[src/hw/rtl/knn_pkg.sv]
// Shared types and constants for the k-nearest-neighbour density tracker.
// No dependencies; imported by every other file of the block.
package knn_pkg;

   localparam int DEF_MAX_POINTS     = 256;
   localparam int DEF_MAX_NEIGHBOURS = 8;
   localparam int DEF_MAX_COORDS     = 4;
   localparam int CMD_QUEUE_DEPTH    = 2;

   localparam int COORD_W   = 16;
   localparam int COORD_NUM = 4;
   localparam int ID_W      = 32;
   localparam int DIST_W    = 35;
   localparam int SQ_W      = 34;
   localparam int CNT_OUT_W = 9;
   localparam int IDX_OUT_W = 8;
   localparam int NC_W      = 3;
   localparam int NK_W      = 4;
   localparam int CSR_IDX_W = 1;
   localparam int CSR_DAT_W = 4;

   localparam logic [DIST_W-1:0] DIST_NONE = {DIST_W{1'b1}};
   localparam logic [NC_W-1:0]   NC_RESET  = 3'd4;
   localparam logic [NK_W-1:0]   NK_RESET  = 4'd8;

   localparam logic [CSR_IDX_W-1:0] CSR_NUM_COORDS     = 1'b0;
   localparam logic [CSR_IDX_W-1:0] CSR_NUM_NEIGHBOURS = 1'b1;

   typedef enum logic [1:0] {
      OP_ADD    = 2'd0,
      OP_CLEAR  = 2'd1,
      OP_QBEST  = 2'd2,
      OP_QWORST = 2'd3
   } op_type;

   typedef struct packed {
      op_type                            op;
      logic [ID_W-1:0]                   point_id;
      logic [COORD_NUM-1:0][COORD_W-1:0] coords;
   } cmd_type;

   typedef struct packed {
      logic [NC_W-1:0] eff_c;
      logic [NK_W-1:0] eff_k;
   } cfg_type;

   typedef struct packed {
      logic [CNT_OUT_W-1:0] entry_count;
      logic [IDX_OUT_W-1:0] entry_index;
      logic [DIST_W-1:0]    entry_dist;
      logic                 entry_valid;
      logic [IDX_OUT_W-1:0] neighbour_index;
      logic [ID_W-1:0]      neighbour_id;
      logic                 neighbour_valid;
      logic                 store_full;
      logic                 last;
   } rsp_type;

endpackage

[src/hw/rtl/knn_cmd_fifo.sv]
// Short command queue between the front and back parts.
// Depends on knn_pkg (cmd_type).
module knn_cmd_fifo #(
   parameter int DEPTH = knn_pkg::CMD_QUEUE_DEPTH
) (
   input  logic              clock,
   input  logic              reset,
   input  logic              in_valid,
   output logic              in_ready,
   input  knn_pkg::cmd_type  in_data,
   output logic              out_valid,
   input  logic              out_ready,
   output knn_pkg::cmd_type  out_data
);
   import knn_pkg::*;

   localparam int PTR_W = (DEPTH > 1) ? $clog2(DEPTH) : 1;
   localparam int CNT_W = $clog2(DEPTH + 1);

   cmd_type              mem_ff [DEPTH];
   logic [PTR_W-1:0]     wr_ptr_ff, wr_ptr_in;
   logic [PTR_W-1:0]     rd_ptr_ff, rd_ptr_in;
   logic [CNT_W-1:0]     cnt_ff, cnt_in;
   logic                 push, pop;

   assign in_ready  = (cnt_ff != CNT_W'(DEPTH));
   assign out_valid = (cnt_ff != '0);
   assign out_data  = mem_ff[rd_ptr_ff];
   assign push      = in_valid && in_ready;
   assign pop       = out_valid && out_ready;

   always_comb begin
      wr_ptr_in = wr_ptr_ff;
      rd_ptr_in = rd_ptr_ff;
      cnt_in    = cnt_ff;
      if (push) begin
         wr_ptr_in = (wr_ptr_ff == PTR_W'(DEPTH - 1)) ? '0 : wr_ptr_ff + PTR_W'(1);
      end
      if (pop) begin
         rd_ptr_in = (rd_ptr_ff == PTR_W'(DEPTH - 1)) ? '0 : rd_ptr_ff + PTR_W'(1);
      end
      if (push && !pop) begin
         cnt_in = cnt_ff + CNT_W'(1);
      end else if (pop && !push) begin
         cnt_in = cnt_ff - CNT_W'(1);
      end
   end

   always_ff @(posedge clock) begin
      if (reset) begin
         wr_ptr_ff <= '0;
         rd_ptr_ff <= '0;
         cnt_ff    <= '0;
      end else begin
         wr_ptr_ff <= wr_ptr_in;
         rd_ptr_ff <= rd_ptr_in;
         cnt_ff    <= cnt_in;
      end
   end

   always_ff @(posedge clock) begin
      if (push) begin
         mem_ff[wr_ptr_ff] <= in_data;
      end
   end

endmodule

[config.mk]
export PLATFORM = sky130hd
export DESIGN_NAME = knn_cmd_fifo
export DESIGN_NICKNAME = d
export VERILOG_FILES = /design/src/hw/rtl/knn_pkg.sv /design/src/hw/rtl/knn_cmd_fifo.sv
export SDC_FILE = /design/constraint.sdc
export NUM_CORES = 1
export LEC_CHECK = 0
export BUFFER_PORTS_ARGS = -buffer_cell sky130_fd_sc_hd__buf_4
export CAP_MARGIN = 40
export CELL_PAD_IN_SITES_DETAIL_PLACEMENT = 0
export CELL_PAD_IN_SITES_GLOBAL_PLACEMENT = 1
export CORE_AREA = 2 2 139 141
export DETAILED_ROUTE_END_ITERATION = 12
export DIE_AREA = 0 0 141 143
export GPL_TIMING_DRIVEN = 0
export PLACE_DENSITY_LB_ADDON = 0.1
export SKIP_LAST_GASP = 1
export SLEW_MARGIN = 5
export SYNTH_ARGS = -nofsm -noshare
export SYNTH_HDL_FRONTEND = slang
export SYNTH_SLANG_ARGS = --single-unit
[constraint.sdc]
create_clock -name clock -period 3.85 [get_ports clock]
set_input_delay 0.385 -clock clock [delete_from_list [all_inputs] [get_ports clock]]
set_output_delay 0.385 -clock clock [all_outputs]
set_load 0.1 [all_outputs]
=== Word level (Yosys, flattened, before mapping) ===
Memory sizes are Yosys's and may differ from the RTL's. A register that Yosys moved wholly into a read port is not among the register bits.
Cells that the tools add are included.

* Logic and storage cells: 25
* Bits in read-only memories: 0
* Output and inout bits: 100
* Bits in latches: 0
* Memories: 1
* Flip-flop bits (word level): 4
* RAM bits: 196

* Eq/ne operators: 1
* Reductions and logical operators: 8
* Multiply operators: 0
* Multiplexer cells: 8
* Add/sub/neg operators: 4
* Bitwise gates (word level): 0
* Magnitude comparators: 0
* Divide/modulo/power cells: 0
* Shifts and indexed selects: 0

{| class="wikitable"
|+ Memories
! name !! depth !! bits a word !! read ports !! clocked after memory_dff !! write ports !! RTL line !! text
|-
| mem_ff || 2 || 98 || 1 || 1 || 1 || knn_cmd_fifo.sv:20 || <nowiki>cmd_type mem_ff [DEPTH];</nowiki>
|}

{| class="wikitable"
|+ Operator list
! cell !! number
|-
| $mux W1 || 6
|-
| $logic_and A1 B1 Y1 || 4
|-
| $mux W2 || 2
|-
| $reduce_bool A2 Y1 || 2
|-
| $add A1 B1 Y1 const B || 2
|-
| $add A2 B1 Y2 const B || 1
|-
| $logic_not A1 Y1 || 2
|-
| $ne A2 B2 Y1 const B || 1
|-
| $sub A2 B1 Y2 const B || 1
|}

=== Longest topological paths before layout ===
* Depth in word-level cells: 6
* Gate-level depth with buffers: 6

=== Worst setup path after synthesis ===
Ideal clock, no wire load.

* Kind: register to register
* Start: register cnt_ff[0]
* End: memory mem_ff[1][0] in the netlist's numbering, enable pin
* Path buffers: 0
* Required time: 3382 ps
* Stages on the path, launching flop included: 3
* Setup time: 468 ps
* Slack: -305 ps
* Arrival time: 3687 ps
* Cell sequence: dfxtp_1 nand2b_1 and3_1

* Longest elaborated chain between the ends: 4

{| class="wikitable"
|+ Ends and longest elaborated chain
! what !! RTL line !! text
|-
| from (decl) || knn_cmd_fifo.sv:23 || <nowiki>logic [CNT_W-1:0] cnt_ff, cnt_in;</nowiki>
|-
| from (signal assigned) || knn_cmd_fifo.sv:57 || <nowiki>cnt_ff <= cnt_in;</nowiki>
|-
| $ne A2 B2 Y1 || knn_cmd_fifo.sv:26 || <nowiki>assign in_ready = (cnt_ff != CNT_W'(DEPTH));</nowiki>
|-
| via in_ready || knn_cmd_fifo.sv:9 || <nowiki>output logic in_ready,</nowiki>
|-
| $logic_and A1 B1 Y1 || knn_cmd_fifo.sv:29 || <nowiki>assign push = in_valid && in_ready;</nowiki>
|-
| $mux W1 || knn_cmd_fifo.sv:62 || <nowiki>if (push) begin</nowiki>
|-
| $mux W1 (not written as such) || knn_cmd_fifo.sv:63 || <nowiki>mem_ff[wr_ptr_ff] <= in_data;</nowiki>
|-
| to (decl) || knn_cmd_fifo.sv:20 ||
|}

The timed path passes the listed nets, and every way through them passes these cells.

==> results by stage <==
Placed design:
- In this run the tool buffered the top-level ports with ~200 buffer cells.
- Once detailed placement completed, the half-perimeter wirelength came to slightly above 9000 µm.
- Routability-driven placement finished with a final weighted congestion of 0.689.

Drt:
- The vias after detailed routing is ~3.7k.
- After detailed routing, the total wire length is between 10000 and 15000 µm.
- The number of antenna-violating nets in the routed design is 0.
- After detailed routing, the number of vias per cell comes to between 4 and 5.
- The count of unresolved DRC violations after routing is 0.
- In the final routed layout, each cell accounts on average for 16.9 µm.
- The first-iteration detailed-routing DRC count is about 180.
- The first-pass iteration count of the detailed router is 4.

Floorplan:
- In this run the vertical extent of the chip is 143 µm.
- The effective utilization at floorplan is 0.396.
- The floorplan has 50 rows.
- The area inside the core boundary is approximately 0.019 mm².
- The overall die area is around 0.020 mm².
- The overall die width is between 100 and 150 µm.
- The I/O pin count is about 200.

Yosys:
- The post-synthesis async set-or-reset flop share is 0.
- The number of nets handed over by synthesis was between 400 and 500.
- Dividing the synthesized area by the synthesized cell count gives approximately 22 µm².
- Among all flip-flop cells after synthesis, the most frequent one is edfxtp_1.
- The total standard cell area after synthesis is between 0.007 and 0.008 mm².
- The post-synthesis instance total is around 330.
- The share of the Yosys chip area taken by registers is 0.813.
- The count of flip-flops with a built-in enable after synthesis is roughly 200.
- Synthesis instantiated 19 different standard cells from the library.
- The register bit total from synthesis is 201.
- The number of warnings issued by yosys is 0.

STA:
- Setup repair after global routing left no endpoint under its margin.
- The count of pins over their slew limit is 0.
- Measured against its own limit, the worst slew margin works out to 0.537.
- The number of hold violations in the final report is 0.
- The clock tree skew after final layout is between 0.02 and 0.025 ns.
- The shortest clock period the worst path allows after layout is 2.27 ns.
- Timing would allow up to between 400 and 500 MHz.
- The post-route clock period utilization is 0.590.
- At the pin with the least slew margin, the transition time is 0.695 ns.
- Setup violations remaining at the end of the flow were counted as 0.

Finish:
- The area growth from synthesis to layout is 35.2%.
- The number of filler cells placed in the layout is approximately 1.5k.
- The fraction of layout cells with a size suffix above 1 is 0.610.
- For this run, the post-layout net count is around 660.
- The area used by sequential logic in the layout is about 0.0060 mm².
- The total inserted antenna cells is 0.
- Summing all multi-input logic gate instances after layout gives between 0.001 and 0.0015 mm².
- The library cell used most frequently in the layout, excluding fill and tap cells, is buf_4.
- Leaving out fill and tap cells, the most frequent cells in the layout are 201 x buf_4, 196 x edfxtp_1, 78 x mux2_2.
- The final core area utilization is 0.536.

Critical path:
- The slowest stage of the critical path is the dfxtp_1 cell.
- The cell family contributing the most delay on the critical path is buffers and inverters.
- STA puts the critical path data arrival time at 1.89 ns.
- On the worst path, the slowest cell contributes a delay of 0.32 ns.
- The sum of buffers and inverters on the critical path is 4.
- The worst setup path is captured at an output port.
- For the worst setup path, the data required time is 3.46 ns.
- Walking the worst path, the cells encountered are buf_6 -> buf_6 -> buf_6 -> mux2_4 -> buf_4.
- The worst setup path is launched from a flop.
- In this run the worst path has a maximum fanout of 10.
- The most frequent cell on the critical path is buf_6.
- The worst setup path is of the reg -> out kind.

Clock network:
- The clock sink total is approximately 200.
- CTS built an H-tree with a depth of 1.
- The maximum root-to-sink buffer count is 3.
- The number of setup buffers added after CTS is 0.
- The cts-stage hold buffer count is 0.
- The clock root buffer is clkbuf_16.
- TritonCTS built the clock tree.
- Clock-pin slew was measured on the worst setup and hold paths at 0.06 ns.
- The clock reaches the later pin of the worst-skew pair after 0.51 ns.
- In this run, post-CTS repair resized a total of 0 instances.
- The number of clock buffers added by TritonCTS is 22.

Global route:
- Entering global routing, the biggest net connects 56 pins.
- Across every metal layer, demand over resource in global routing totals 0.133.
- The first global-routing pass estimated slightly above 20000 µm of wire.
- The via count of the first global-routing pass came to ~4.0k.
- The initial antenna violation count was 0.
- For this run the aggregate overflow at the end of global routing stands at 0.

Outcome:
- The flow ran to the end, and the final reports show no timing, DRC or antenna violations.

Hold path:
- The path class of the tightest hold or removal check is in -> reg.

Run:
- The max capacitance violation total is 0.
[layer usage]
layer / vias up / routed length [µm] / track usage
li1: 1764 / - / -
met1: 1794 / 5200 / 0.157
met2: 146 / 6770 / 0.221
met3: 18 / 1460 / 0.0594
met4: 0 / 188 / 0.0389
met5: - / 0 / 0
[stage by stage]
| stage | area [µm²] | setup TNS [ns] | setup slack [ns] | instances | hold slack (ns) |
|---|---|---|---|---|---|
| after floorplan | 7370 | 0 | 0.0459 | 329 | 0.454 |
| after global placement | 9170 | -39.63 | -0.410 | 764 | 0.484 |
| after detailed placement | 9230 | 0 | 1.79 | 766 | 0.490 |
| after CTS | 9960 | 0 | 1.53 | 806 | 0.0366 |
| after global routing | 9960 | 0 | 1.48 | 806 | 0.0334 |
| final | 9960 | 0 | 1.58 | 806 | 0.0607 |
[cell type report]
| type | count | area share |
|---|---|---|
| multi-input combinational | 116 | 0.131 |
| tap | 234 | 0.0294 |
| sequential | 201 | 0.601 |
| inverter | 1 | 0.000628 |
| buffer | 11 | 0.00804 |
| timing repair buffer | 203 | 0.157 |
| clock buffer | 30 | 0.0613 |
| clock inverter | 10 | 0.0122 |
[cell usage after synthesis, types with 2 or more instances]
cell      count  area (µm²)
edfxtp_1    196        5890
mux2_2       78         878
mux2_4       20         300
buf_2         7        35.0
dfxtp_1       5         100
buf_6         4        45.0
nor2_1        3        11.3
xor2_1        3        26.3
a21oi_1       2        10.0
o21ai_0       2        10.0
[sequential cells by signal (all words and copies together) (netlist names), named ones only]
register   count
rd_ptr_ff      1
cnt_ff         2
wr_ptr_ff      1
mem_ff       196
[worst paths after layout]
path / from / to / slack (ns) / depth (start not counted)
min reg2reg: rd_ptr_ff / rd_ptr_ff / 0.50 / 2
max reg2reg: cnt_ff[0] / mem_ff[1][16] / 1.82 / 3
min: in_data[83] / mem_ff[0][83] / 0.06 / 1
max: flop / out_data[71] / 1.58 / 5
[cell families after synthesis]
family,synth area share
compound gates,0.00408
xor+xnor,0.00357
fa+ha+maj,0.00170
buf+inv,0.0114
flops,0.812
mux,0.160
simple gates,0.00680
Power is not shown: default switching activity piles up to over one toggle a cycle in this logic, so the estimate is an artifact.
