[src/hw/rtl/knn_pkg.sv]
// Shared types and constants for the k-nearest-neighbour density tracker.
// No dependencies; imported by every other file of the block.
package knn_pkg;

   localparam int DEF_MAX_POINTS     = 256;
   localparam int DEF_MAX_NEIGHBOURS = 8;
   localparam int DEF_MAX_COORDS     = 4;
   localparam int CMD_QUEUE_DEPTH    = 2;

   localparam int COORD_W   = 16;
   localparam int COORD_NUM = 4;
   localparam int ID_W      = 32;
   localparam int DIST_W    = 35;
   localparam int SQ_W      = 34;
   localparam int CNT_OUT_W = 9;
   localparam int IDX_OUT_W = 8;
   localparam int NC_W      = 3;
   localparam int NK_W      = 4;
   localparam int CSR_IDX_W = 1;
   localparam int CSR_DAT_W = 4;

   localparam logic [DIST_W-1:0] DIST_NONE = {DIST_W{1'b1}};
   localparam logic [NC_W-1:0]   NC_RESET  = 3'd4;
   localparam logic [NK_W-1:0]   NK_RESET  = 4'd8;

   localparam logic [CSR_IDX_W-1:0] CSR_NUM_COORDS     = 1'b0;
   localparam logic [CSR_IDX_W-1:0] CSR_NUM_NEIGHBOURS = 1'b1;

   typedef enum logic [1:0] {
      OP_ADD    = 2'd0,
      OP_CLEAR  = 2'd1,
      OP_QBEST  = 2'd2,
      OP_QWORST = 2'd3
   } op_type;

   typedef struct packed {
      op_type                            op;
      logic [ID_W-1:0]                   point_id;
      logic [COORD_NUM-1:0][COORD_W-1:0] coords;
   } cmd_type;

   typedef struct packed {
      logic [NC_W-1:0] eff_c;
      logic [NK_W-1:0] eff_k;
   } cfg_type;

   typedef struct packed {
      logic [CNT_OUT_W-1:0] entry_count;
      logic [IDX_OUT_W-1:0] entry_index;
      logic [DIST_W-1:0]    entry_dist;
      logic                 entry_valid;
      logic [IDX_OUT_W-1:0] neighbour_index;
      logic [ID_W-1:0]      neighbour_id;
      logic                 neighbour_valid;
      logic                 store_full;
      logic                 last;
   } rsp_type;

endpackage

[src/hw/rtl/knn_req_if.sv]
// Request channel: valid/ready plus one command item.
// Depends on knn_pkg for field widths.
interface knn_req_if;
   import knn_pkg::*;
   logic                      valid;
   logic                      ready;
   logic [1:0]                op;
   logic [ID_W-1:0]           point_id;
   logic signed [COORD_W-1:0] coord0;
   logic signed [COORD_W-1:0] coord1;
   logic signed [COORD_W-1:0] coord2;
   logic signed [COORD_W-1:0] coord3;

   modport source (output valid, op, point_id, coord0, coord1, coord2, coord3,
                   input ready);
   modport sink   (input valid, op, point_id, coord0, coord1, coord2, coord3,
                   output ready);
endinterface

[src/hw/rtl/knn_front.sv]
// Front part: takes request transfers, decodes them into commands and
// holds the configuration registers. Depends on knn_pkg and knn_req_if.
module knn_front #(
   parameter int MAX_NEIGHBOURS = knn_pkg::DEF_MAX_NEIGHBOURS,
   parameter int MAX_COORDS     = knn_pkg::DEF_MAX_COORDS
) (
   input  logic                            clock,
   input  logic                            reset,
   knn_req_if.sink                         req,
   input  logic                            csr_we,
   input  logic [knn_pkg::CSR_IDX_W-1:0]   csr_index,
   input  logic [knn_pkg::CSR_DAT_W-1:0]   csr_wdata,
   output logic                            cmd_valid,
   input  logic                            cmd_ready,
   output knn_pkg::cmd_type                cmd,
   output knn_pkg::cfg_type                cfg
);
   import knn_pkg::*;

   logic [NC_W-1:0] nc_ff;
   logic [NK_W-1:0] nk_ff;

   always_ff @(posedge clock) begin
      if (reset) begin
         nc_ff <= NC_RESET;
         nk_ff <= NK_RESET;
      end else if (csr_we) begin
         case (csr_index)
            CSR_NUM_COORDS:     nc_ff <= csr_wdata[NC_W-1:0];
            CSR_NUM_NEIGHBOURS: nk_ff <= csr_wdata[NK_W-1:0];
            default: ;
         endcase
      end
   end

   // out-of-range register values are clamped into the supported range
   always_comb begin
      if (nc_ff == '0) begin
         cfg.eff_c = NC_W'(1);
      end else if (int'(nc_ff) > MAX_COORDS) begin
         cfg.eff_c = NC_W'(MAX_COORDS);
      end else begin
         cfg.eff_c = nc_ff;
      end
      if (nk_ff == '0) begin
         cfg.eff_k = NK_W'(1);
      end else if (int'(nk_ff) > MAX_NEIGHBOURS) begin
         cfg.eff_k = NK_W'(MAX_NEIGHBOURS);
      end else begin
         cfg.eff_k = nk_ff;
      end
   end

   assign cmd_valid    = req.valid;
   assign req.ready    = cmd_ready;
   assign cmd.op       = op_type'(req.op);
   assign cmd.point_id = req.point_id;
   assign cmd.coords   = {req.coord3, req.coord2, req.coord1, req.coord0};

endmodule

[src/flat_wrapper.sv]
// flat-port wrapper written by rule: the top's interface ports become plain ports
module knn_front_flat import knn_pkg::*;
#(
   parameter int MAX_NEIGHBOURS = knn_pkg::DEF_MAX_NEIGHBOURS,
   parameter int MAX_COORDS     = knn_pkg::DEF_MAX_COORDS
)
  (clock, reset, csr_we, csr_index, csr_wdata, cmd_valid, cmd_ready, cmd, cfg, req_valid, req_op, req_point_id, req_coord0, req_coord1, req_coord2, req_coord3, req_ready);
  knn_req_if req_i ();
  input  logic clock;
  input  logic reset;
  input  logic csr_we;
  input  logic [knn_pkg::CSR_IDX_W-1:0] csr_index;
  input  logic [knn_pkg::CSR_DAT_W-1:0] csr_wdata;
  output logic cmd_valid;
  input  logic cmd_ready;
  output knn_pkg::cmd_type cmd;
  output knn_pkg::cfg_type cfg;
  input wire logic [$bits(req_i.valid)-1:0] req_valid;
  input wire logic [$bits(req_i.op)-1:0] req_op;
  input wire logic [$bits(req_i.point_id)-1:0] req_point_id;
  input wire logic [$bits(req_i.coord0)-1:0] req_coord0;
  input wire logic [$bits(req_i.coord1)-1:0] req_coord1;
  input wire logic [$bits(req_i.coord2)-1:0] req_coord2;
  input wire logic [$bits(req_i.coord3)-1:0] req_coord3;
  output wire logic [$bits(req_i.ready)-1:0] req_ready;
  assign req_i.valid = req_valid;
  assign req_i.op = req_op;
  assign req_i.point_id = req_point_id;
  assign req_i.coord0 = req_coord0;
  assign req_i.coord1 = req_coord1;
  assign req_i.coord2 = req_coord2;
  assign req_i.coord3 = req_coord3;
  assign req_ready = req_i.ready;
  knn_front #(.MAX_NEIGHBOURS(MAX_NEIGHBOURS), .MAX_COORDS(MAX_COORDS)) u_core (.clock(clock), .reset(reset), .req(req_i), .csr_we(csr_we), .csr_index(csr_index), .csr_wdata(csr_wdata), .cmd_valid(cmd_valid), .cmd_ready(cmd_ready), .cmd(cmd), .cfg(cfg));
endmodule
[config.mk]
export PLATFORM = sky130hd
export DESIGN_NAME = knn_front_flat
export DESIGN_NICKNAME = d
export VERILOG_FILES = /design/src/hw/rtl/knn_pkg.sv /design/src/hw/rtl/knn_req_if.sv /design/src/hw/rtl/knn_front.sv /design/src/flat_wrapper.sv
export SDC_FILE = /design/constraint.sdc
export NUM_CORES = 1
export LEC_CHECK = 0
export ABC_AREA = 0
export BUFFER_PORTS_ARGS = -buffer_cell sky130_fd_sc_hd__clkbuf_2
export CORE_AREA = 2 2 84 86
export DETAILED_ROUTE_END_ITERATION = 8
export DIE_AREA = 0 0 86 88
export PLACE_DENSITY = 0.61
export SLEW_MARGIN = 20
export SYNTH_ARGS = -nofsm -noshare
export SYNTH_HDL_FRONTEND = slang
export SYNTH_SLANG_ARGS = --single-unit
[constraint.sdc]
create_clock -name clock -period 1.1 [get_ports clock]
set_input_delay 0 -clock clock [delete_from_list [all_inputs] [get_ports clock]]
set_output_delay 0 -clock clock [all_outputs]
set_load 0.05 [all_outputs]
Word level (Yosys, flattened, before mapping)
Cells that the tools add are included.
{"block": "op_classes", "bitwise_logic": 1, "n_reduce_logical": 4, "n_lt_le_gt_ge": 2, "n_mux": 4}
{"operator": "4-bit 2-to-1 mux", "n": 2}
{"operator": "3-bit 2-to-1 mux", "n": 2}
{"operator": "4-bit greater-than comparator (second input constant)", "n": 1}
{"operator": "4-bit logical NOT", "n": 1}
{"operator": "2-bit AND reduction", "n": 2}
{"operator": "3-bit greater-than comparator (second input constant)", "n": 1}
{"operator": "3-bit logical NOT", "n": 1}
{"operator": "1-bit inverter", "n": 1}
{"block": "totals", "output_inout_bits": 107, "reg_bits": 7, "input_bits": 108, "wordCells": 13}

Logic depth before layout (Yosys ltp)
Gate-level depths: netlist (run 1).
{"block": "logic_depth", "ltp_word": 3, "depth_mapped": 3, "ltp_nobuf": 2}

Least setup slack after synthesis (run 1)
OpenSTA, ideal clock, no wires.
{"block": "synth_timing", "path_kind": "reg-to-output", "start": "reg u_core.nk_ff[2]", "end": "out cfg[0] (netlist bit)", "n_path_buf": 0, "path_stages_with_launch": 3, "t_arrival_ps": 1136, "t_required_ps": 1100, "path_slack_ps": -36, "path_cell_list": "dfxtp_1 o21ba_2 nor2_1"}
{"element": "start: declaration", "line_no": "knn_front.sv:21", "rtl": "logic [NK_W-1:0] nk_ff;"}
{"element": "start signal: assignment", "line_no": "knn_front.sv:30", "rtl": "CSR_NUM_NEIGHBOURS: nk_ff <= csr_wdata[NK_W-1:0];"}
{"element": "end: declaration", "line_no": "flat_wrapper.sv:17", "rtl": "output knn_pkg::cfg_type cfg;"}

==> results of run 1 <==
## Yosys cell counts
master                     count
sky130_fd_sc_hd__nor2b_1       3
sky130_fd_sc_hd__a211oi_1      1
sky130_fd_sc_hd__clkbuf_1      2
sky130_fd_sc_hd__nand2b_2      1
sky130_fd_sc_hd__o21ba_2       1
sky130_fd_sc_hd__a21oi_1       3
sky130_fd_sc_hd__dfxtp_1       7
sky130_fd_sc_hd__a21bo_2       1
sky130_fd_sc_hd__buf_4       101
sky130_fd_sc_hd__mux2i_1       5
sky130_fd_sc_hd__and2_2        1
sky130_fd_sc_hd__nand2b_1      6
sky130_fd_sc_hd__nand3_1       1
sky130_fd_sc_hd__nor2_1        4
sky130_fd_sc_hd__inv_1         1
## area by class of cell
class | instances | area (µm²)
repair buffers | 14 | 70.1
inverters | 1 | 3.75
multi-input cells | 27 | 188
well taps | 80 | 100
fillers | 758 | 6100
clock buffers | 4 | 45.0
flip-flops and latches | 7 | 140
## per-stage QoR
stage	power, W	hold WS, ns	cells	setup WS (ns)
final	0.000726	0.0000171	133	0.0462
after global routing	0.000784	0.0000718	133	0.00563
after CTS	0.000745	0.000341	133	0.0148
after detailed placement	0.000388	0.000341	129	0.256
after global placement	0.000387	0.000341	129	0.258
after floorplan	0.00133	0.145	138	0.00182
## layer usage
metal / up-vias / global-route usage / wire, µm
met5: - / 0 / 0
met4: 0 / 0.0880 / 280
met3: 38 / 0.0500 / 448
met2: 53 / 0.0536 / 751
met1: 179 / 0.0246 / 389
li1: 153 / - / -
## worst register-to-register path, stage by stage (launching register included)
cell and delay [ns]:
sky130_fd_sc_hd__dfxtp_1 0.32, sky130_fd_sc_hd__a21bo_2 0.22, sky130_fd_sc_hd__a21oi_1 0.13
## how the worst max path moves through the flow
stage	from	endpoint	slack, ns
6_report	u_core.nk_ff[2]$_SDFFE_PP0P_	cfg[0]	0.05
5_1_grt	u_core.nk_ff[2]$_SDFFE_PP0P_	cfg[0]	0.006
4_1_cts	u_core.nk_ff[2]$_SDFFE_PP0P_	cfg[0]	0.01
3_5_place_dp	u_core.nk_ff[2]$_SDFFE_PP0P_	cfg[0]	0.26
3_3_place_gp	u_core.nk_ff[2]$_SDFFE_PP0P_	cfg[0]	0.26
2_1_floorplan	u_core.nc_ff[0]$_SDFFE_PP0P_	cfg[4]	0.002
## cells by family (layout without fill, tap and decap cells)
logic type	after synthesis	count (layout)	synth area share
DFF	7	7	0.128
buffers and inverters	104	19	0.703
AOI/OAI and AO/OA	6	6	0.0389
muxes	5	5	0.0457
and+or+nand+nor	16	16	0.0846
## flip-flops by register name (all words and copies together) (netlist names)
| name | count |
|---|---|
| u_core.nk_ff | 4 |
| u_core.nc_ff | 3 |
## timing repair
item / in CTS / in global routing
setup buffers: 0 / 0
gates resized for setup: 0 / 1
endpoints found under the setup margin: 0 / 1
## power groups by stage
stage	registers (W)	clock network, W	logic [W]
global route	0.000279	0.000393	0.000111
CTS	0.000278	0.000361	0.000106
global placement	0.000282	0	0.000105
floorplan	0.000279	0	0.00105
finish	0.000278	0.000346	0.000102
detailed placement	0.000282	0	0.000105
==> results.md, run 1 <==
* Detailed placement HPWL at 1.58 mm
* Reg-to-Reg Start: u_core.nk_ff[2]$_SDFFE_PP0P_
* Final core utilization at 0.0823
* Worst endpoint required time at 1.10 ns
* Count of hold buffers inserted by post-cts repair at 0
* Final worst-path cycle share at 0.958
* Initial cell density of the core at 0.165
* Placeable core area at 6640 µm²
* Final hold violations at 0
* Achievable clock frequency at 0.949 GHz
* Post-route minimum period at 1.05 ns
* Number of stages on the worst hold path at 0
* DRC errors left at 0
* Crit path max fanout at 3
* Switch share at 0.233
* Number of levels the H-tree was split into at 1
* Crit Path Class: flop to output port
* Die outline area at 7570 µm²
* Wire length of the first global-routing pass at 2.35 mm
* Floorplan die height at 88 µm
* CTS tree: built
* Buffer levels on the longest clock path at 2
* Nets at 162
* Insertion delay to the later sink of the worst-skew pair at 0.22 ns
* Mean area per synthesized cell at 7.93 µm²
* Result of the run: complete, no violations
* Vias per std cell at 3.18
* End point of the worst hold path: cmd[0]
* Critical-path top delay cell: sky130_fd_sc_hd__dfxtp_1
* Sum of negative setup slack at 0 ns
* Pwr Density at 1330 nW/µm²
* Initial DRC Count at 2
* Worst-path cell chain: o21ba_2 > nor2_2 > buf_2
* Maximum number of pins on one net before global-route repair at 12
* Worst path max stage delay at 0.30 ns
* Type of origin of the critical path: flop
* Normalized max-slew margin at 0.811
* Cell area after synthesis at 1090 µm²
* Reg2Reg Capture Point: u_core.nk_ff[2]$_SDFFE_PP0P_
* Initial antenna violation count at 0
* Synthesis Warnings at 0
* Root Driver: sky130_fd_sc_hd__clkbuf_8
* WP buf/inv at 1
* Part of the power in combinational logic at 0.141
* Antenna diodes at 0
* Instance area after placement at 502 µm²
* Data arrival at the endpoint of the critical path at 1.05 ns
* Routability-driven placement congestion ratio at 0.594
* Vias after detailed routing at 423
* Number of input and output port buffers inserted at 14
* Detailed Routing Iterations Pass 1 at 2
* Count of final max-slew check failures at 0
* Post-synthesis sequential area ratio at 0.128
* Clock edge transition at the registers on the reported setup and hold paths at 0.04 ns
* Largest area contributor in the netlist: sky130_fd_sc_hd__buf_4
* Horiz. Die Dim at 86 µm
* Register-to-register setup slack at 0.36 ns
* Type of element capturing the critical path: output port
* Final clock skew at 0 ns
* Layout-stage area growth over the synthesis result at -50.1%
* Number of distinct library cell variants in the gate-level netlist after synthesis at 15
* Total nets after synthesis at 246
* CTS Buf Count at 3
* Final non-filler cell area at 547 µm²
* Routed wire length at 1.87 mm
* Overall global routing resource usage at 0.0458
* Launch point of the worst hold path: req_coord0[0]
* NetSw at 0.000169 W
* Top cells by area, synth: sky130_fd_sc_hd__buf_4, sky130_fd_sc_hd__dfxtp_1, sky130_fd_sc_hd__mux2i_1
* DRT antenna net count at 0
* Clock network fraction of total power at 0.477
* Count of cell instances traversed by the critical path at 3
* Setup repair after global routing missed its margin: no
* Proportion of layout cells with a drive suffix above 1 at 0.415
* Final Setup Violations at 0
* Worst-case vdd ir drop at 0.160 mV
* Flop and latch count out of synthesis at 7
* Leakage power total at 0.213 nW
* Reported max-cap violation count at 0
* Internal power at 0.000557 W
* Global route total overflow at 0
* Most common cell after layout, fill and taps aside: sky130_fd_sc_hd__clkbuf_2
* Cell depth of the worst flop-to-flop path at 2
* Slew at the pin closest to its max-slew limit at 0.285 ns
* Sequential share of power at 0.383
* Cells after synthesis at 138
* Top-Level Pins at 215
* CP top delay family: flip-flops
* Number of global-route vias before repair at 416
* Area share of the largest cell type after synthesis at 0.693
* Path class of the lowest-slack min-delay path: primary input to output port
* Clock sink total at 7
* WL/cell at 14.1 µm
* Count of standard-cell rows at 30
* Leading cell types in the layout, fill and taps excluded: sky130_fd_sc_hd__clkbuf_2, sky130_fd_sc_hd__dfxtp_1, sky130_fd_sc_hd__nand2b_1
(Power assumes the default switching activity.)
==> run 2: changes to the inputs <==
--- a/config.mk
+++ b/config.mk
@@ -10,7 +10,8 @@
 export CORE_AREA = 2 2 84 86
 export DETAILED_ROUTE_END_ITERATION = 8
 export DIE_AREA = 0 0 86 88
-export PLACE_DENSITY = 0.61
+export PLACE_DENSITY = 0.55
+export SETUP_SLACK_MARGIN = 0.5
 export SLEW_MARGIN = 20
 export SYNTH_ARGS = -nofsm -noshare
 export SYNTH_HDL_FRONTEND = slang
==> results.md, run 2 (same netlist as run 1, synthesis figures left out) <==
* Placeable core area at 6640 µm² (unchanged)
* Final worst hold slack at 0.0000171 ns (-0.00000000860 ns)
* Root Driver: sky130_fd_sc_hd__clkbuf_8
* Maximum number of pins on one net before global-route repair at 12 (unchanged)
* Overall global routing resource usage at 0.0436 (-0.00216)
* Detailed Routing Iterations Pass 1 at 2 (unchanged)
* Layout-stage area growth over the synthesis result at -35.7%
* Final non-filler cell area at 704 µm² (+29%)
* Switch share at 0.249 (+0.0154)
* Post-route minimum period at 0.984 ns (-0.0699 ns)
* Wire length of the first global-routing pass at 2.42 mm (+2.9%)
* DRT antenna net count at 0 (unchanged)
* Cell total after placement at 129 (unchanged)
* DRC errors left at 0 (unchanged)
* Data arrival at the endpoint of the critical path at 0.98 ns (-0.07 ns)
* Worst-case vdd ir drop at 0.322 mV (+100%)
* Setup repair after global routing missed its margin: yes
* Final clock skew at 0 ns (unchanged)
* Routability-driven placement congestion ratio at 0.714 (+20%)
* Count of final max-slew check failures at 0 (unchanged)
* Antenna diodes at 0 (unchanged)
* Post-route non-filler standard cell count at 135 (+1.5%)
* Sequential share of power at 0.364 (-0.019)
* Most common cell after layout, fill and taps aside: sky130_fd_sc_hd__clkbuf_2
* Path class of the lowest-slack min-delay path: primary input to output port
* Worst Setup SP: u_core.nk_ff[2]$_SDFFE_PP0P_
* Number of input and output port buffers inserted at 14 (unchanged)
* Most flop-heavy register: u_core.nk_ff
* Area taken by multi-input logic gates at 241 µm² (+29%)
* CTS Buf Count at 3 (unchanged)
* Internal power at 0.000586 W (+5.2%)
* Proportion of layout cells with a drive suffix above 1 at 0.691 (+0.276)
* Largest registers: u_core.nk_ff: 4 flops, u_core.nc_ff: 3 flops
* Vias after detailed routing at 421 (-0.47%)
* Initial cell density of the core at 0.165 (unchanged)
* Initial DRC Count at 7 (+5)
* Reg-to-Reg Start: u_core.nk_ff[2]$_SDFFE_PP0P_
* Final hold violations at 0 (unchanged)
* Clock network fraction of total power at 0.457 (-0.020)
* Power, Total at 0.000779 W (+7.4%)
* CTS tree: built
* Die outline area at 7570 µm² (unchanged)
* Part of the power in combinational logic at 0.178 (+0.037)
* Leakage power total at 0.255 nW (+20%)
* Count of standard-cell rows at 30 (unchanged)
* Insertion delay to the later sink of the worst-skew pair at 0.22 ns (about the same)
* Vias per std cell at 3.12 (-1.9%)
* Area taken by flip-flops and latches at 156 µm² (+12%)
* Achievable clock frequency at 1.02 GHz (+7.1%)
* Crit path max fanout at 2 (-1)
* Result of the run: complete, no violations
* Detailed placement HPWL at 1.56 mm (-1.3%)
* WL/cell at 13.7 µm (-2.7%)
* Reported max-cap violation count at 0 (unchanged)
* Slew at the pin closest to its max-slew limit at 0.218 ns (-0.0670 ns)
* Clock sink total at 7 (unchanged)
* Buffer levels on the longest clock path at 2 (unchanged)
* Floorplan die height at 88 µm (unchanged)
* Type of element capturing the critical path: output port
* Top-Level Pins at 215 (unchanged)
* Number of levels the H-tree was split into at 1 (unchanged)
* Normalized max-slew margin at 0.854 (+0.0439)
* Pwr Density at 1110 nW/µm² (-17%)
* Horiz. Die Dim at 86 µm (unchanged)
* Type of origin of the critical path: flop
* Instance area after placement at 553 µm² (+10%)
* Clock edge transition at the registers on the reported setup and hold paths at 0.04 ns (about the same)
* NetSw at 0.000194 W (+14%)
* Largest register FFs at 4 (unchanged)
* Routed wire length at 1.85 mm (-1.2%)
* Number of global-route vias before repair at 413 (-0.72%)
* Final Setup Violations at 0 (unchanged)
* Worst endpoint required time at 1.10 ns (about the same)
* Leading cell types in the layout, fill and taps excluded: sky130_fd_sc_hd__clkbuf_2, sky130_fd_sc_hd__nand2b_1, sky130_fd_sc_hd__mux2i_1, sky130_fd_sc_hd__buf_8, sky130_fd_sc_hd__dfxtp_2
* Crit Path Class: flop to output port
* Nets at 164 (+1.2%)
* Initial antenna violation count at 0 (unchanged)
* Global route total overflow at 0 (unchanged)
* Fillcell total at 755 (-0.40%)
* Sum of negative setup slack at 0 ns (unchanged)
* Final worst-path cycle share at 0.894 (-0.0636)
* Launch point of the worst hold path: req_coord3[11]
==> run 2: worst max-delay path, cell delays in order, from the launching register on <==
cell,delay (ns)
sky130_fd_sc_hd__dfxtp_2,0.31
sky130_fd_sc_hd__o21ba_4,0.21
sky130_fd_sc_hd__nor2_4,0.08
sky130_fd_sc_hd__buf_8,0.15
==> run 2: repair_timing <==
item	in CTS	in global routing
pin swaps	3	0
setup endpoints to repair	12	13
setup buffers	2	0
cloned	0	0
hold buffers	0	0
gates resized for setup	18	8
==> run 2: metrics by stage <==
stage                 util  setup WS (ns)
floorplan                -          0.325
global placement    0.0832          0.242
detailed placement  0.0832          0.238
CTS                  0.104         0.0963
global route         0.106         0.0789
finish               0.106          0.116
==> run 2: cell type report <==
type	count	area share
Clock buffer	4	0.0639
Inverter	1	0.00533
Multi-Input combinational cell	27	0.343
Sequential cell	7	0.222
Tap cell	80	0.142
Timing Repair Buffer	16	0.224
==> run 2: per-layer routing <==
metal / vias to the layer above / GRT usage / share of wire
met5: - / 0 / 0
met4: 0 / 0.0722 / 0.13
met3: 34 / 0.0349 / 0.22
met2: 55 / 0.0592 / 0.43
met1: 174 / 0.0291 / 0.23
li1: 158 / - / -
==> run 2: power groups by stage <==
stage	Combinational [W]	Clock [W]	Sequential (W)
after floorplan	0.00107	0	0.000286
after global placement	0.000112	0	0.000289
after detailed placement	0.000112	0	0.000289
after CTS	0.000136	0.000371	0.000285
after global routing	0.000148	0.000395	0.000285
final	0.000139	0.000356	0.000284
==> run 2: final timing paths <==
path | endpoint | cells after the start | slack [ns]
max | cfg[0] | 3 | 0.12
min | cmd[59] | 0 | 0.00002
max reg2reg | u_core.nk_ff[2]$_SDFFE_PP0P_ | 3 | 0.29
min reg2reg | u_core.nk_ff[0]$_SDFFE_PP0P_ | 2 | 0.47
==> run 3: changes to the inputs <==
--- a/config.mk
+++ b/config.mk
@@ -10,7 +10,7 @@
 export CORE_AREA = 2 2 84 86
 export DETAILED_ROUTE_END_ITERATION = 8
 export DIE_AREA = 0 0 86 88
-export PLACE_DENSITY = 0.55
+export PLACE_DENSITY = 0.59
 export SETUP_SLACK_MARGIN = 0.5
 export SLEW_MARGIN = 20
 export SYNTH_ARGS = -nofsm -noshare
==> results.md, run 3 (same netlist as run 1, synthesis figures left out) <==
* Antenna diodes at 0 (unchanged)
* CTS Buf Count at 3 (unchanged)
* Reg2Reg Capture Point: u_core.nk_ff[2]$_SDFFE_PP0P_
* Result of the run: complete, no violations
* Routed wire length at 1.71 mm (-7.6%)
* Final clock skew at 0 ns (unchanged)
* Final hold violations at 0 (unchanged)
* Count of standard-cell rows at 30 (unchanged)
* Leading cell types in the layout, fill and taps excluded: sky130_fd_sc_hd__clkbuf_2, sky130_fd_sc_hd__nand2b_1, sky130_fd_sc_hd__mux2i_1, sky130_fd_sc_hd__buf_8, sky130_fd_sc_hd__dfxtp_2
* Count of hold buffers inserted by post-cts repair at 0 (unchanged)
* Wire length of the first global-routing pass at 2.53 mm (+4.8%)
* Placeable core area at 6640 µm² (unchanged)
* Buffer levels on the longest clock path at 2 (unchanged)
* Detailed Routing Iterations Pass 1 at 1 (-1)
* Normalized max-slew margin at 0.853 (-0.00194)
* Top-Level Pins at 215 (unchanged)
* Crit path max fanout at 2 (unchanged)
* DRC errors left at 0 (unchanged)
* Largest register FFs at 4 (unchanged)
* Most flop-heavy register: u_core.nk_ff
* Clock sink total at 7 (unchanged)
* Layout-stage area growth over the synthesis result at -36.3%
* Number of stages on the worst hold path at 0 (unchanged)
* Initial DRC Count at 0 (-7)
* Leakage power total at 0.251 nW (-1.7%)
* Vias after detailed routing at 446 (+5.9%)
* Insertion delay to the later sink of the worst-skew pair at 0.23 ns (about the same)
* End point of the worst hold path: cmd[84]
* Maximum number of pins on one net before global-route repair at 12 (unchanged)
* Nets at 163 (-0.61%)
* Global route total overflow at 0 (unchanged)
* Cell depth of the worst flop-to-flop path at 3 (unchanged)
* Final core utilization at 0.105 (-0.00113)
* Proportion of layout cells with a drive suffix above 1 at 0.685 (-0.00572)
* Overall global routing resource usage at 0.0442 (+0.000578)
* Reported max-cap violation count at 0 (unchanged)
* Setup repair after global routing missed its margin: yes
* Path class of the lowest-slack min-delay path: primary input to output port
* Horiz. Die Dim at 86 µm (unchanged)
* Sum of negative setup slack at 0 ns (unchanged)
* Number of global-route vias before repair at 474 (+15%)
* Final worst hold slack at 0.0000171 ns (-0.00000000890 ns)
* Most common cell after layout, fill and taps aside: sky130_fd_sc_hd__clkbuf_2
* Pwr Density at 1130 nW/µm² (+2.5%)
* Final worst-path cycle share at 0.897 (+0.00266)
* Initial antenna violation count at 0 (unchanged)
* Worst endpoint required time at 1.10 ns (about the same)
* Type of element capturing the critical path: output port
* Root Driver: sky130_fd_sc_hd__clkbuf_8
* Number of input and output port buffers inserted at 14 (unchanged)
* Launch point of the worst hold path: req_point_id[20]
* DRT antenna net count at 0 (unchanged)
* Post-route minimum period at 0.987 ns (+0.00293 ns)
* Register-to-register setup slack at 0.30 ns (about the same)
* Slew at the pin closest to its max-slew limit at 0.221 ns (+0.00291 ns)
* Largest registers: u_core.nk_ff: 4 flops, u_core.nc_ff: 3 flops
* Type of origin of the critical path: flop
* Count of final max-slew check failures at 0 (unchanged)
* Routability-driven placement congestion ratio at 0.707 (-0.99%)
* Number of levels the H-tree was split into at 1 (unchanged)
* Initial cell density of the core at 0.165 (unchanged)
* Worst-case vdd ir drop at 0.210 mV (-35%)
* CTS tree: built
* Reg-to-Reg Start: u_core.nk_ff[2]$_SDFFE_PP0P_
* Final Setup Violations at 0 (unchanged)
* Achievable clock frequency at 1.01 GHz (-0.30%)
* Data arrival at the endpoint of the critical path at 0.99 ns (about the same)
* Clock edge transition at the registers on the reported setup and hold paths at 0.04 ns (about the same)
* Power, Total at 0.000790 W (+1.4%)
* Fillcell total at 749 (-0.79%)
* Floorplan die height at 88 µm (unchanged)
* WL/cell at 12.7 µm (-6.9%)
* Die outline area at 7570 µm² (unchanged)
* Crit Path Class: flop to output port
* Vias per std cell at 3.33 (+6.7%)
## run 3: how the worst max path moves through the flow
| stage | cells after the start | startpoint | endpoint |
|---|---|---|---|
| finish | 3 | u_core.nk_ff[2]$_SDFFE_PP0P_ | cfg[0] |
| global route | 3 | u_core.nk_ff[2]$_SDFFE_PP0P_ | cfg[0] |
| CTS | 3 | u_core.nk_ff[2]$_SDFFE_PP0P_ | cfg[0] |
| detailed placement | 3 | u_core.nk_ff[2]$_SDFFE_PP0P_ | cfg[0] |
| global placement | 3 | u_core.nk_ff[2]$_SDFFE_PP0P_ | cfg[0] |
| floorplan | 2 | u_core.nk_ff[2]$_SDFFE_PP0P_ | cfg[0] |
## run 3: stage by stage
step / area, µm² / instances / worst slack (ns)
finish: 697 / 134 / 0.113
global route: 697 / 134 / 0.0732
CTS: 683 / 134 / 0.0921
detailed placement: 553 / 129 / 0.238
global placement: 553 / 129 / 0.244
floorplan: 1170 / 138 / 0.325
## run 3: layout make-up
class	count	area, µm²	share of cell area
multi-input combinational	27	241	0.346
sequential	7	156	0.224
timing repair buffer	15	150	0.215
tap	80	100	0.144
clock buffer	4	45.0	0.0646
inverter	1	3.75	0.00539
## run 3: report_power, final
group          switching (W)  total, W  internal [W]  leakage [nW]
sequential         0.0000181  0.000285      0.000266        0.0597
combinational      0.0000686  0.000135     0.0000668         0.168
clock               0.000119  0.000370      0.000251        0.0228
total               0.000206  0.000790      0.000585         0.251
## run 3: repair_timing
| item | CTS | global route |
|---|---|---|
| hold endpoints to repair | 0 | 0 |
| gates resized for setup | 18 | 8 |
| pin swaps | 3 | 0 |
| setup buffers | 1 | 0 |
| setup endpoints to repair | 12 | 14 |
## run 3: per-layer routing
metal  track usage  up-vias  part of all wire
li1              -      155                 -
met4        0.0808        0              0.14
met5             0        -                 0
met3        0.0452       41              0.24
met1        0.0285      199              0.25
met2        0.0500       51              0.37
## run 3: critical path, stage by stage, from the launching register on
cell and delay [ns]:
sky130_fd_sc_hd__dfxtp_2 0.31, sky130_fd_sc_hd__o21ba_4 0.21, sky130_fd_sc_hd__nor2_4 0.08, sky130_fd_sc_hd__buf_8 0.15
